[src/rtl/self_calibrating_moisture_sensor_unit_assert.svh]
// Assertion macros for the moisture sensor unit.
`ifndef SELF_CALIBRATING_MOISTURE_SENSOR_UNIT_ASSERT_SVH
`define SELF_CALIBRATING_MOISTURE_SENSOR_UNIT_ASSERT_SVH

`ifndef SYNTH
// Checked outside reset.
`define SCMS_ASSERT(label, prop, msg) \
    label: assert property (@(posedge clk) disable iff (!rst_n) prop) else $error(msg);
// Checked on every edge, reset included.
`define SCMS_ASSERT_RST(label, prop, msg) \
    label: assert property (@(posedge clk) prop) else $error(msg);
`else
`define SCMS_ASSERT(label, prop, msg)
`define SCMS_ASSERT_RST(label, prop, msg)
`endif

`endif

[src/rtl/scms_pkg.sv]
// Shared types and constants for the moisture sensor unit.
package scms_pkg;

    localparam int ADC_W        = 12;
    localparam int PCT_W        = 7;
    localparam int TICK_W       = 24;
    localparam int MARGIN_W     = 12;
    localparam int CFG_DATA_W   = 24;
    localparam int CFG_IDX_W    = 3;
    localparam int SPR_DEFAULT  = 5;
    localparam int SPR_MAX      = 7;
    localparam int SUM_MAX_W    = ADC_W + $clog2(SPR_MAX + 1);
    localparam int PCT_SCALE    = 100;
    localparam int DIV_W        = ADC_W + PCT_W;
    localparam int Q_DEPTH      = 2;

    localparam logic [ADC_W-1:0]  ADC_FULL = {ADC_W{1'b1}};
    localparam logic [TICK_W-1:0] TICK_MAX = {TICK_W{1'b1}};

    // Reset values of the configuration registers
    localparam logic [PCT_W-1:0]    THRESHOLD_RST = 7'd60;
    localparam logic [TICK_W-1:0]   SETTLE_RST    = 24'd300000;
    localparam logic [MARGIN_W-1:0] WET_MARGIN_RST = 12'd50;
    localparam logic [MARGIN_W-1:0] DRY_MARGIN_RST = 12'd900;
    localparam logic [ADC_W-1:0]    CEILING_RST   = 12'd3600;

    // Input action codes
    localparam logic ACT_SAMPLE = 1'b0;
    localparam logic ACT_TICK   = 1'b1;

    typedef enum logic [CFG_IDX_W-1:0] {
        CFG_THRESHOLD  = 3'd0,
        CFG_SETTLE     = 3'd1,
        CFG_WET_MARGIN = 3'd2,
        CFG_DRY_MARGIN = 3'd3,
        CFG_CEILING    = 3'd4
    } cfg_idx_e;

    typedef enum logic {
        OP_TICK    = 1'b0,
        OP_READING = 1'b1
    } op_e;

    typedef struct packed {
        logic [PCT_W-1:0]    threshold_pct;
        logic [TICK_W-1:0]   settle_ticks;
        logic [MARGIN_W-1:0] wet_margin;
        logic [MARGIN_W-1:0] dry_margin;
        logic [ADC_W-1:0]    dry_ceiling;
    } cfg_t;

    typedef struct packed {
        op_e                  op;
        logic [SUM_MAX_W-1:0] sum;
    } q_entry_t;

    typedef struct packed {
        logic             start;
        logic [DIV_W-1:0] dividend;
        logic [ADC_W-1:0] divisor;
    } div_req_t;

    typedef struct packed {
        logic             busy;
        logic             done;
        logic [DIV_W-1:0] quotient;
    } div_rsp_t;

endpackage

[src/rtl/scms_div.sv]
// Restoring serial divider, one quotient bit per cycle.
module scms_div (
    input  logic             clk,
    input  logic             rst_n,
    input  scms_pkg::div_req_t req,
    output scms_pkg::div_rsp_t rsp
);
    import scms_pkg::*;

    localparam int STEP_W = $clog2(DIV_W + 1);

    logic              busy_reg, busy_next;
    logic              done_reg, done_next;
    logic [STEP_W-1:0] step_reg, step_next;
    logic [ADC_W-1:0]  rem_reg, rem_next;
    logic [DIV_W-1:0]  quo_reg, quo_next;
    logic [ADC_W-1:0]  dvs_reg, dvs_next;
    logic [ADC_W:0]    trial;
    logic [ADC_W:0]    diff;
    logic              ge;

    assign trial = {rem_reg, quo_reg[DIV_W-1]};
    assign ge    = trial >= {1'b0, dvs_reg};
    assign diff  = trial - {1'b0, dvs_reg};

    always_comb
    begin
        busy_next = busy_reg;
        done_next = 1'b0;
        step_next = step_reg;
        rem_next  = rem_reg;
        quo_next  = quo_reg;
        dvs_next  = dvs_reg;
        if (req.start)
        begin
            busy_next = 1'b1;
            step_next = STEP_W'(DIV_W);
            rem_next  = '0;
            quo_next  = req.dividend;
            dvs_next  = req.divisor;
        end
        else if (busy_reg)
        begin
            rem_next  = ge ? diff[ADC_W-1:0] : trial[ADC_W-1:0];
            quo_next  = {quo_reg[DIV_W-2:0], ge};
            step_next = step_reg - STEP_W'(1);
            if (step_reg == STEP_W'(1))
            begin
                busy_next = 1'b0;
                done_next = 1'b1;
            end
        end
    end

    always_ff @(posedge clk or negedge rst_n)
    begin
        if (!rst_n)
        begin
            busy_reg <= 1'b0;
            done_reg <= 1'b0;
            step_reg <= '0;
        end
        else
        begin
            busy_reg <= busy_next;
            done_reg <= done_next;
            step_reg <= step_next;
        end
    end

    always_ff @(posedge clk)
    begin
        rem_reg <= rem_next;
        quo_reg <= quo_next;
        dvs_reg <= dvs_next;
    end

    assign rsp.busy     = busy_reg;
    assign rsp.done     = done_reg;
    assign rsp.quotient = quo_reg;

endmodule

[src/rtl/scms_queue.sv]
// Short queue between front and back.
module scms_queue (
    input  logic               clk,
    input  logic               rst_n,
    input  logic               push,
    input  scms_pkg::q_entry_t push_data,
    output logic               full,
    input  logic               pop,
    output scms_pkg::q_entry_t pop_data,
    output logic               not_empty
);
    import scms_pkg::*;

    localparam int PTR_W = (Q_DEPTH > 1) ? $clog2(Q_DEPTH) : 1;
    localparam int CNT_W = $clog2(Q_DEPTH + 1);

    q_entry_t          mem_reg [Q_DEPTH];
    logic [PTR_W-1:0]  wr_ptr_reg;
    logic [PTR_W-1:0]  rd_ptr_reg;
    logic [CNT_W-1:0]  count_reg;

    function automatic logic [PTR_W-1:0] ptr_inc(input logic [PTR_W-1:0] p);
        return (p == PTR_W'(Q_DEPTH - 1)) ? '0 : p + PTR_W'(1);
    endfunction

    assign full      = count_reg == CNT_W'(Q_DEPTH);
    assign not_empty = count_reg != '0;
    assign pop_data  = mem_reg[rd_ptr_reg];

    always_ff @(posedge clk or negedge rst_n)
    begin
        if (!rst_n)
        begin
            wr_ptr_reg <= '0;
            rd_ptr_reg <= '0;
            count_reg  <= '0;
        end
        else
        begin
            if (push)
                wr_ptr_reg <= ptr_inc(wr_ptr_reg);
            if (pop)
                rd_ptr_reg <= ptr_inc(rd_ptr_reg);
            if (push && !pop)
                count_reg <= count_reg + CNT_W'(1);
            else if (pop && !push)
                count_reg <= count_reg - CNT_W'(1);
        end
    end

    always_ff @(posedge clk)
    begin
        if (push)
            mem_reg[wr_ptr_reg] <= push_data;
    end

endmodule

[src/rtl/scms_front.sv]
// Front end: takes items, sums samples, queues ticks and completed sums.
module scms_front #(
    parameter int SAMPLES_PER_READING = scms_pkg::SPR_DEFAULT
) (
    input  logic                       clk,
    input  logic                       rst_n,
    input  logic                       in_valid,
    output logic                       in_ready,
    input  logic                       action,
    input  logic [scms_pkg::ADC_W-1:0] adc_sample,
    input  logic                       q_full,
    output logic                       push,
    output scms_pkg::q_entry_t         push_data
);
    import scms_pkg::*;

    localparam int SUM_W = ADC_W + $clog2(SAMPLES_PER_READING);
    localparam int CNT_W = $clog2(SAMPLES_PER_READING + 1);

    logic [SUM_W-1:0] sum_reg;
    logic [CNT_W-1:0] count_reg;
    logic [SUM_W-1:0] total;
    logic             take;
    logic             last;

    assign in_ready = !q_full;
    assign take     = in_valid && in_ready;
    assign total    = sum_reg + SUM_W'(adc_sample);
    assign last     = count_reg == CNT_W'(SAMPLES_PER_READING - 1);

    always_comb
    begin
        push          = 1'b0;
        push_data.op  = OP_TICK;
        push_data.sum = SUM_MAX_W'(total);
        if (take)
        begin
            if (action == ACT_TICK)
                push = 1'b1;
            else if (last)
            begin
                push         = 1'b1;
                push_data.op = OP_READING;
            end
        end
    end

    always_ff @(posedge clk or negedge rst_n)
    begin
        if (!rst_n)
        begin
            sum_reg   <= '0;
            count_reg <= '0;
        end
        else if (take && action == ACT_SAMPLE)
        begin
            if (last)
            begin
                sum_reg   <= '0;
                count_reg <= '0;
            end
            else
            begin
                sum_reg   <= total;
                count_reg <= count_reg + CNT_W'(1);
            end
        end
    end

endmodule

[src/rtl/scms_back.sv]
// Back end: tick counter, averaging, calibration and percentage mapping.
module scms_back #(
    parameter int SAMPLES_PER_READING = scms_pkg::SPR_DEFAULT
) (
    input  logic                       clk,
    input  logic                       rst_n,
    input  scms_pkg::cfg_t             cfg,
    input  logic                       q_valid,
    input  scms_pkg::q_entry_t         q_data,
    output logic                       q_pop,
    output logic                       out_valid,
    input  logic                       out_ready,
    output logic [scms_pkg::PCT_W-1:0] moisture_percent,
    output logic [scms_pkg::ADC_W-1:0] raw_average,
    output logic                       settling,
    output logic [scms_pkg::ADC_W-1:0] wet_point,
    output logic [scms_pkg::ADC_W-1:0] dry_point,
    output logic                       calibration_done
);
    import scms_pkg::*;

    // average by reciprocal multiply, exact for every sum below 2**SUM_MAX_W
    localparam int RECIP_SH = SUM_MAX_W + $clog2(SPR_MAX + 1);
    localparam int RECIP_W  = RECIP_SH + 1;
    localparam int PROD_W   = SUM_MAX_W + RECIP_W;
    localparam logic [RECIP_W-1:0] RECIP =
        RECIP_W'(((1 << RECIP_SH) + SAMPLES_PER_READING - 1) / SAMPLES_PER_READING);

    typedef enum logic [2:0] {
        S_IDLE,
        S_EVAL,
        S_COMMIT,
        S_MAP,
        S_PCT,
        S_OUT
    } state_t;

    state_t             state_reg;
    logic [ADC_W-1:0]   prev_reg;
    logic [ADC_W-1:0]   lowest_reg;
    logic               settling_reg;
    logic [TICK_W-1:0]  counter_reg;
    logic [ADC_W-1:0]   wet_reg;
    logic [ADC_W-1:0]   dry_reg;
    logic [ADC_W-1:0]   reading_reg;
    logic               water_reg;
    logic               cal_reg;
    logic [PCT_W-1:0]   pct_reg;
    div_req_t           div_req_reg;
    div_rsp_t           div_rsp;

    // averaging
    logic [PROD_W-1:0]  avg_prod;
    // watering compare
    logic [DIV_W-1:0]   prod_now;
    logic [DIV_W-1:0]   prod_prev;
    // calibration update
    logic               settle_new;
    logic [ADC_W-1:0]   lowest_new;
    logic [TICK_W-1:0]  counter_new;
    logic               commit;
    logic [MARGIN_W:0]  wet_limit;
    logic [ADC_W-1:0]   wet_cand;
    logic [ADC_W:0]     dry_sum;
    logic [ADC_W-1:0]   dry_cand;
    // mapping
    logic [ADC_W-1:0]   x_lo;
    logic [ADC_W-1:0]   x_clamp;
    logic [DIV_W-1:0]   numer;

    scms_div u_div (
        .clk   (clk),
        .rst_n (rst_n),
        .req   (div_req_reg),
        .rsp   (div_rsp)
    );

    assign q_pop = (state_reg == S_IDLE) && q_valid;

    assign avg_prod  = PROD_W'(q_data.sum) * PROD_W'(RECIP);

    assign prod_now  = DIV_W'(reading_reg) * DIV_W'(PCT_SCALE);
    assign prod_prev = DIV_W'(prev_reg) * DIV_W'(cfg.threshold_pct);

    always_comb
    begin
        settle_new  = settling_reg;
        lowest_new  = lowest_reg;
        counter_new = counter_reg;
        if (water_reg)
        begin
            settle_new  = 1'b1;
            lowest_new  = reading_reg;
            counter_new = '0;
        end
        else if (settling_reg && reading_reg < lowest_reg)
            lowest_new = reading_reg;
    end

    assign commit    = settle_new && (counter_new >= cfg.settle_ticks);
    assign wet_limit = {1'b0, cfg.wet_margin} + (MARGIN_W + 1)'(1);
    assign wet_cand  = ({1'b0, lowest_new} > wet_limit)
                       ? lowest_new - cfg.wet_margin : ADC_W'(1);
    assign dry_sum   = {1'b0, reading_reg} + {1'b0, cfg.dry_margin};
    assign dry_cand  = (dry_sum < {1'b0, cfg.dry_ceiling})
                       ? dry_sum[ADC_W-1:0] : cfg.dry_ceiling;

    // raise to the wet point, then lower to the dry point
    assign x_lo    = (reading_reg < wet_reg) ? wet_reg : reading_reg;
    assign x_clamp = (x_lo > dry_reg) ? dry_reg : x_lo;
    assign numer   = DIV_W'(dry_reg - x_clamp) * DIV_W'(PCT_SCALE);

    always_ff @(posedge clk or negedge rst_n)
    begin
        if (!rst_n)
        begin
            state_reg        <= S_IDLE;
            prev_reg         <= '0;
            lowest_reg       <= ADC_FULL;
            settling_reg     <= 1'b0;
            counter_reg      <= '0;
            wet_reg          <= ADC_W'(1);
            dry_reg          <= ADC_FULL;
            reading_reg      <= '0;
            water_reg        <= 1'b0;
            cal_reg          <= 1'b0;
            pct_reg          <= '0;
            div_req_reg      <= '0;
            out_valid        <= 1'b0;
            moisture_percent <= '0;
            raw_average      <= '0;
            settling         <= 1'b0;
            wet_point        <= '0;
            dry_point        <= '0;
            calibration_done <= 1'b0;
        end
        else
        begin
            div_req_reg.start <= (state_reg == S_MAP) && (wet_reg < dry_reg);
            if (out_valid && out_ready && state_reg != S_OUT)
                out_valid <= 1'b0;

            unique case (state_reg)
                S_IDLE:
                begin
                    if (q_valid)
                    begin
                        if (q_data.op == OP_TICK)
                        begin
                            if (counter_reg != TICK_MAX)
                                counter_reg <= counter_reg + TICK_W'(1);
                        end
                        else
                        begin
                            reading_reg <= avg_prod[RECIP_SH +: ADC_W];
                            state_reg   <= S_EVAL;
                        end
                    end
                end
                S_EVAL:
                begin
                    water_reg <= prod_now < prod_prev;
                    state_reg <= S_COMMIT;
                end
                S_COMMIT:
                begin
                    prev_reg     <= reading_reg;
                    lowest_reg   <= lowest_new;
                    counter_reg  <= counter_new;
                    settling_reg <= settle_new && !commit;
                    cal_reg      <= commit;
                    if (commit)
                    begin
                        wet_reg <= wet_cand;
                        dry_reg <= dry_cand;
                    end
                    state_reg <= S_MAP;
                end
                S_MAP:
                begin
                    if (wet_reg < dry_reg)
                    begin
                        div_req_reg.dividend <= numer;
                        div_req_reg.divisor  <= dry_reg - wet_reg;
                        state_reg            <= S_PCT;
                    end
                    else
                    begin
                        pct_reg   <= '0;
                        state_reg <= S_OUT;
                    end
                end
                S_PCT:
                begin
                    if (div_rsp.done)
                    begin
                        pct_reg   <= div_rsp.quotient[PCT_W-1:0];
                        state_reg <= S_OUT;
                    end
                end
                S_OUT:
                begin
                    if (!out_valid || out_ready)
                    begin
                        out_valid        <= 1'b1;
                        moisture_percent <= pct_reg;
                        raw_average      <= reading_reg;
                        settling         <= settling_reg;
                        wet_point        <= wet_reg;
                        dry_point        <= dry_reg;
                        calibration_done <= cal_reg;
                        state_reg        <= S_IDLE;
                    end
                end
                default:
                    state_reg <= S_IDLE;
            endcase
        end
    end

endmodule

[src/rtl/self_calibrating_moisture_sensor_unit.sv]
// Top level of the self-calibrating soil moisture sensor unit.
//
//  Channel   Signals                                   Direction
//  input     in_valid/in_ready, action, adc_sample     in
//  result    out_valid/out_ready, moisture_percent,    out
//            raw_average, settling, wet_point,
//            dry_point, calibration_done
//  config    cfg_write, cfg_index, cfg_data            in (write only)
//
//  A tick is taken by the back end in its idle state; a sample that does not complete
//  a reading is absorbed by the front end in its transfer cycle. A completed reading
//  holds the back end through a reciprocal multiply for the average, then compare,
//  commit and map states, and the serial divider (one quotient bit per cycle) for the
//  percentage; the divider is skipped when the points leave no span to divide by.
//  Asynchronous active-low reset; no clearing pass, the unit is ready straight away.
//  A two-entry queue lets the front keep taking transfers while the back works, until
//  the queue fills; the output register holds a result while out_ready is low.
`include "self_calibrating_moisture_sensor_unit_assert.svh"

module self_calibrating_moisture_sensor_unit #(
    parameter int SAMPLES_PER_READING = scms_pkg::SPR_DEFAULT
) (
    input  logic                            clk,
    input  logic                            rst_n,
    input  logic                            in_valid,
    output logic                            in_ready,
    input  logic                            action,
    input  logic [scms_pkg::ADC_W-1:0]      adc_sample,
    output logic                            out_valid,
    input  logic                            out_ready,
    output logic [scms_pkg::PCT_W-1:0]      moisture_percent,
    output logic [scms_pkg::ADC_W-1:0]      raw_average,
    output logic                            settling,
    output logic [scms_pkg::ADC_W-1:0]      wet_point,
    output logic [scms_pkg::ADC_W-1:0]      dry_point,
    output logic                            calibration_done,
    input  logic                            cfg_write,
    input  logic [scms_pkg::CFG_IDX_W-1:0]  cfg_index,
    input  logic [scms_pkg::CFG_DATA_W-1:0] cfg_data
);
    import scms_pkg::*;

    cfg_t     cfg_reg;
    logic     q_full;
    logic     q_push;
    q_entry_t q_push_data;
    logic     q_pop;
    q_entry_t q_pop_data;
    logic     q_not_empty;

    // Configuration registers: upper data bits dropped, unknown indexes ignored
    always_ff @(posedge clk or negedge rst_n)
    begin
        if (!rst_n)
        begin
            cfg_reg.threshold_pct <= THRESHOLD_RST;
            cfg_reg.settle_ticks  <= SETTLE_RST;
            cfg_reg.wet_margin    <= WET_MARGIN_RST;
            cfg_reg.dry_margin    <= DRY_MARGIN_RST;
            cfg_reg.dry_ceiling   <= CEILING_RST;
        end
        else if (cfg_write)
        begin
            unique case (cfg_idx_e'(cfg_index))
                CFG_THRESHOLD:  cfg_reg.threshold_pct <= cfg_data[PCT_W-1:0];
                CFG_SETTLE:     cfg_reg.settle_ticks  <= cfg_data[TICK_W-1:0];
                CFG_WET_MARGIN: cfg_reg.wet_margin    <= cfg_data[MARGIN_W-1:0];
                CFG_DRY_MARGIN: cfg_reg.dry_margin    <= cfg_data[MARGIN_W-1:0];
                CFG_CEILING:    cfg_reg.dry_ceiling   <= cfg_data[ADC_W-1:0];
                default:        ;
            endcase
        end
    end

    // Front: accepts transfers, builds sums
    scms_front #(
        .SAMPLES_PER_READING (SAMPLES_PER_READING)
    ) u_front (
        .clk        (clk),
        .rst_n      (rst_n),
        .in_valid   (in_valid),
        .in_ready   (in_ready),
        .action     (action),
        .adc_sample (adc_sample),
        .q_full     (q_full),
        .push       (q_push),
        .push_data  (q_push_data)
    );

    scms_queue u_queue (
        .clk       (clk),
        .rst_n     (rst_n),
        .push      (q_push),
        .push_data (q_push_data),
        .full      (q_full),
        .pop       (q_pop),
        .pop_data  (q_pop_data),
        .not_empty (q_not_empty)
    );

    // Back: counter, calibration, mapping, output register
    scms_back #(
        .SAMPLES_PER_READING (SAMPLES_PER_READING)
    ) u_back (
        .clk              (clk),
        .rst_n            (rst_n),
        .cfg              (cfg_reg),
        .q_valid          (q_not_empty),
        .q_data           (q_pop_data),
        .q_pop            (q_pop),
        .out_valid        (out_valid),
        .out_ready        (out_ready),
        .moisture_percent (moisture_percent),
        .raw_average      (raw_average),
        .settling         (settling),
        .wet_point        (wet_point),
        .dry_point        (dry_point),
        .calibration_done (calibration_done)
    );

    // Checks
    `SCMS_ASSERT(a_pct_range, out_valid |-> (moisture_percent <= 7'd100), "percent above 100")
    `SCMS_ASSERT(a_commit_ends_settle, out_valid |-> !(settling && calibration_done), "settling after commit")
    `SCMS_ASSERT(a_flat_points_zero, (out_valid && (wet_point >= dry_point)) |-> (moisture_percent == 7'd0), "non-zero percent with inverted points")
    `SCMS_ASSERT_RST(a_reset_no_result, !rst_n |=> !out_valid, "result shown right after reset")

endmodule

[config.mk]
export PLATFORM = sky130hd
export DESIGN_NAME = self_calibrating_moisture_sensor_unit
export DESIGN_NICKNAME = d
export VERILOG_FILES = /design/src/rtl/scms_pkg.sv /design/src/rtl/scms_div.sv /design/src/rtl/scms_queue.sv /design/src/rtl/scms_front.sv /design/src/rtl/scms_back.sv /design/src/rtl/self_calibrating_moisture_sensor_unit.sv
export VERILOG_INCLUDE_DIRS = /design/src /design/src/rtl
export SDC_FILE = /design/constraint.sdc
export NUM_CORES = 1
export LEC_CHECK = 0
export BUFFER_PORTS_ARGS = -buffer_cell sky130_fd_sc_hd__buf_2
export CORE_UTILIZATION = 59
export CTS_BUF_LIST = sky130_fd_sc_hd__clkbuf_8
export CTS_CLUSTER_DIAMETER = 30
export CTS_CLUSTER_SIZE = 30
export DETAILED_ROUTE_END_ITERATION = 12
export PLACE_DENSITY_LB_ADDON = 0.12
export SLEW_MARGIN = 20
export SYNTH_ARGS = -nofsm -noshare
export SYNTH_HDL_FRONTEND = slang
export SYNTH_SLANG_ARGS = --single-unit
[constraint.sdc]
create_clock -name clk -period 8.9 [get_ports clk]
set_input_delay 0.89 -clock clk [delete_from_list [all_inputs] [get_ports clk]]
set_output_delay 0.89 -clock clk [all_outputs]
set_load 0.03 [all_outputs]
==> out/qor.yml <==
setup_viol: 0
drive_above_1_share_pct: 16.4
cts_buffers: 81
overflow: 0
synth_area_leaders: "dfrtp_1 (20%), ha_1 (18%), fa_1 (9.4%), edfxtp_1 (6.8%), mux2_2 (5.3%)"
ios: 92
die_x_um: 219
tritoncts: "done"
fp.dieArea_mm2: 0.0481
period_needed_ps: 8390
start_util_pct: 59.9
viasPerCell: 5.74
largest_reg_flops: 67
firstDrtPassIters: 5
io_buffers: 91
slowest_delay_ps: 530
grt_pass1_wl_mm: 108
tightestPinTransition_ps: 1050
finalCritPeriodShare_pct: 94.3
clock_latency_ps: 660
worstSetupEndpointType: "flip-flop"
yosysTopAreaCellShare_pct: 19.8
hold_buffers: 0
grt_pass1_vias: 21100
diodes: 0
gp_congestion: 0.915
grt_max_degree: 74
drt_iter0_markers: 1116
pre_cts_slack_ps: 168
core_mm2: 0.0466
root_buffer: "clkbuf_8"
hold_viol_final: 0
yosysSeqAreaShare_pct: 32.0
clock_tree.buffer_depth: 3
drv_cap: 0
path_clk_slew_ps: 60
synth_nets: 3374
status: "finished, final reports clean"
hold-worst-slack_ps: 164
ys_ff_latch: 344
design_area_mm2: 0.0310
busiest_layer: "met2"
drcViolationCount: 0
yosysWarningCount: 0
cts-htree-levels: 3
row_count: 79
die_y_um: 219
dp_hpwl_mm: 51.8
nets: 3502
fin_setup_tns_ps: 0
slew_headroom_pct: 29.5
syn_inst: 2800
grt_usage_pct: 28.7
vias: 20700
synth.avg_cell_area_um2: 9.96
required_ps: 9440
nFillCells: 3767
yosysTopAreaCell: "dfrtp_1"
skew_ps: 33.5
drtAntennaViolNets: 0
grt_use_met2_pct: 47.1
cpMostUsedCell: "ha_1"
synth-main-ff-cell: "dfrtp_1"
worstSetupPathType: "flip-flop to flip-flop"
use_met1_pct: 37.8
critPathLaunchType: "flip-flop"
cts.sink_count: 344
antenna_found_initial: 1
cp_max_fo: 15
max_freq_ghz: 0.119
hold_class: "input pin to async pin"
cp.buffers_inverters: 6
slowest_stage: "fa_1"
synth_edf_count: 63
netlist_area_mm2: 0.0279
cp.arrival_ps: 8930
critPathTopFamily: "compound AO/OA/AOI/OAI gates"
worst_slack_ps: 509
synth_cell_type_count: 84
async_reset_ff_share_pct: 78.2
wirelength_mm: 66.7
placedInstanceArea_mm2: 0.0291
post_drt_wl_per_cell_um: 18.5
area_growth_pct: 11.3
use_met3_pct: 4.74
final_common_cell: "ha_1"
final_cell_mix: "ha_1 (398), inv_1 (379), nand2_1 (230)"
slew_violations: 0
through the flow:
stage / util (%) / instances
after floorplan: - / 2800
after global placement: 62.5 / 3451
after detailed placement: 62.5 / 3451
after CTS: 66.5 / 3603
after global routing: 66.7 / 3604
final: 66.7 / 3604
layer usage:
metal  share of wire [%]  up-vias
li1                    -     9992
met3                 4.8      136
met1                  45    10100
met5                   0        -
met4                 3.5        0
met2                  47      469
Yosys cell counts (14+ instances only):
library cell and count:
o21bai_1 23, a221oi_1 14, nand2_1 230, nor3_1 33, dfstp_2 48, nor2b_1 46, a21o_1 54, nand3_1 50
a22o_1 29, inv_1 369, fa_1 131, mux2_2 132, a21oi_1 104, o21ai_0 154, xor2_1 39, o21a_1 20
dfrtp_1 221, nor2_1 108, xnor2_1 88, and2_1 40, edfxtp_1 63, nand2b_1 26, clkbuf_1 68, a2111oi_0 14
nand4_1 32, a211oi_1 21, o211ai_1 30, ha_1 398, mux2i_1 40
kinds of logic after synthesis:
family	Yosys count	synth area share, %
AND/OR/NAND/NOR	623	10.8
AO/OA/AOI/OAI	549	13.0
adder cells (fa/ha/maj)	529	27.3
buffers and inverters	456	6.24
flip-flops	344	32.0
multiplexers	172	6.77
XOR/XNOR	127	3.99
what timing repair did:
item	4_1_cts	5_1_grt
endpoints found under the setup margin	0	4
gates resized for setup	0	10
setup buffers	0	1
cell type report:
| cell class | instances | area [um^2] | area share (%) |
|---|---|---|---|
| timing repair buffer | 131 | 766 | 2.47 |
| multi-input combinational | 2000 | 17300 | 55.8 |
| sequential | 344 | 8920 | 28.8 |
| inverter | 370 | 1390 | 4.48 |
| tap | 607 | 759 | 2.45 |
| clock buffer | 94 | 1290 | 4.17 |
| clock inverter | 58 | 576 | 1.85 |
worst reg2reg max path: cells and delay by family (launching register included):
| kind | cells | cell delay, ps |
|---|---|---|
| DFF | 1 | 370 |
| and+or+nand+nor | 4 | 560 |
| adders and majority gates | 8 | 2550 |
| AOI/OAI and AO/OA | 17 | 3120 |
| buffers and inverters | 6 | 730 |
| muxes | 2 | 630 |
| xor gates and xnor gates | 2 | 310 |
worst paths after layout:
kind                                                    from  slack [ps]                                 end  depth (start not counted)
min                                                    rst_n         160     u_back.dry_point[3]$_DFFE_PN0P_                          1
min reg2reg                u_back.div_req_reg[5]$_DFFE_PN0P_         440   u_back.u_div.dvs_reg[5]$_DFFE_PP_                          0
max reg2reg                    u_back.wet_reg[1]$_DFFE_PN0P_         510  u_back.div_req_reg[30]$_DFFE_PN0P_                         39
min in group clk           u_back.div_req_reg[5]$_DFFE_PN0P_         440   u_back.u_div.dvs_reg[5]$_DFFE_PP_                          0
max                            u_back.wet_reg[1]$_DFFE_PN0P_         510  u_back.div_req_reg[30]$_DFFE_PN0P_                         39
max in group asynchronous                              rst_n        6560    u_front.count_reg[0]$_DFFE_PN0P_                          3
Power is left out: the tool's default activity adds up to more than one toggle a clock period on the data nets, which glitch-free logic cannot reach.
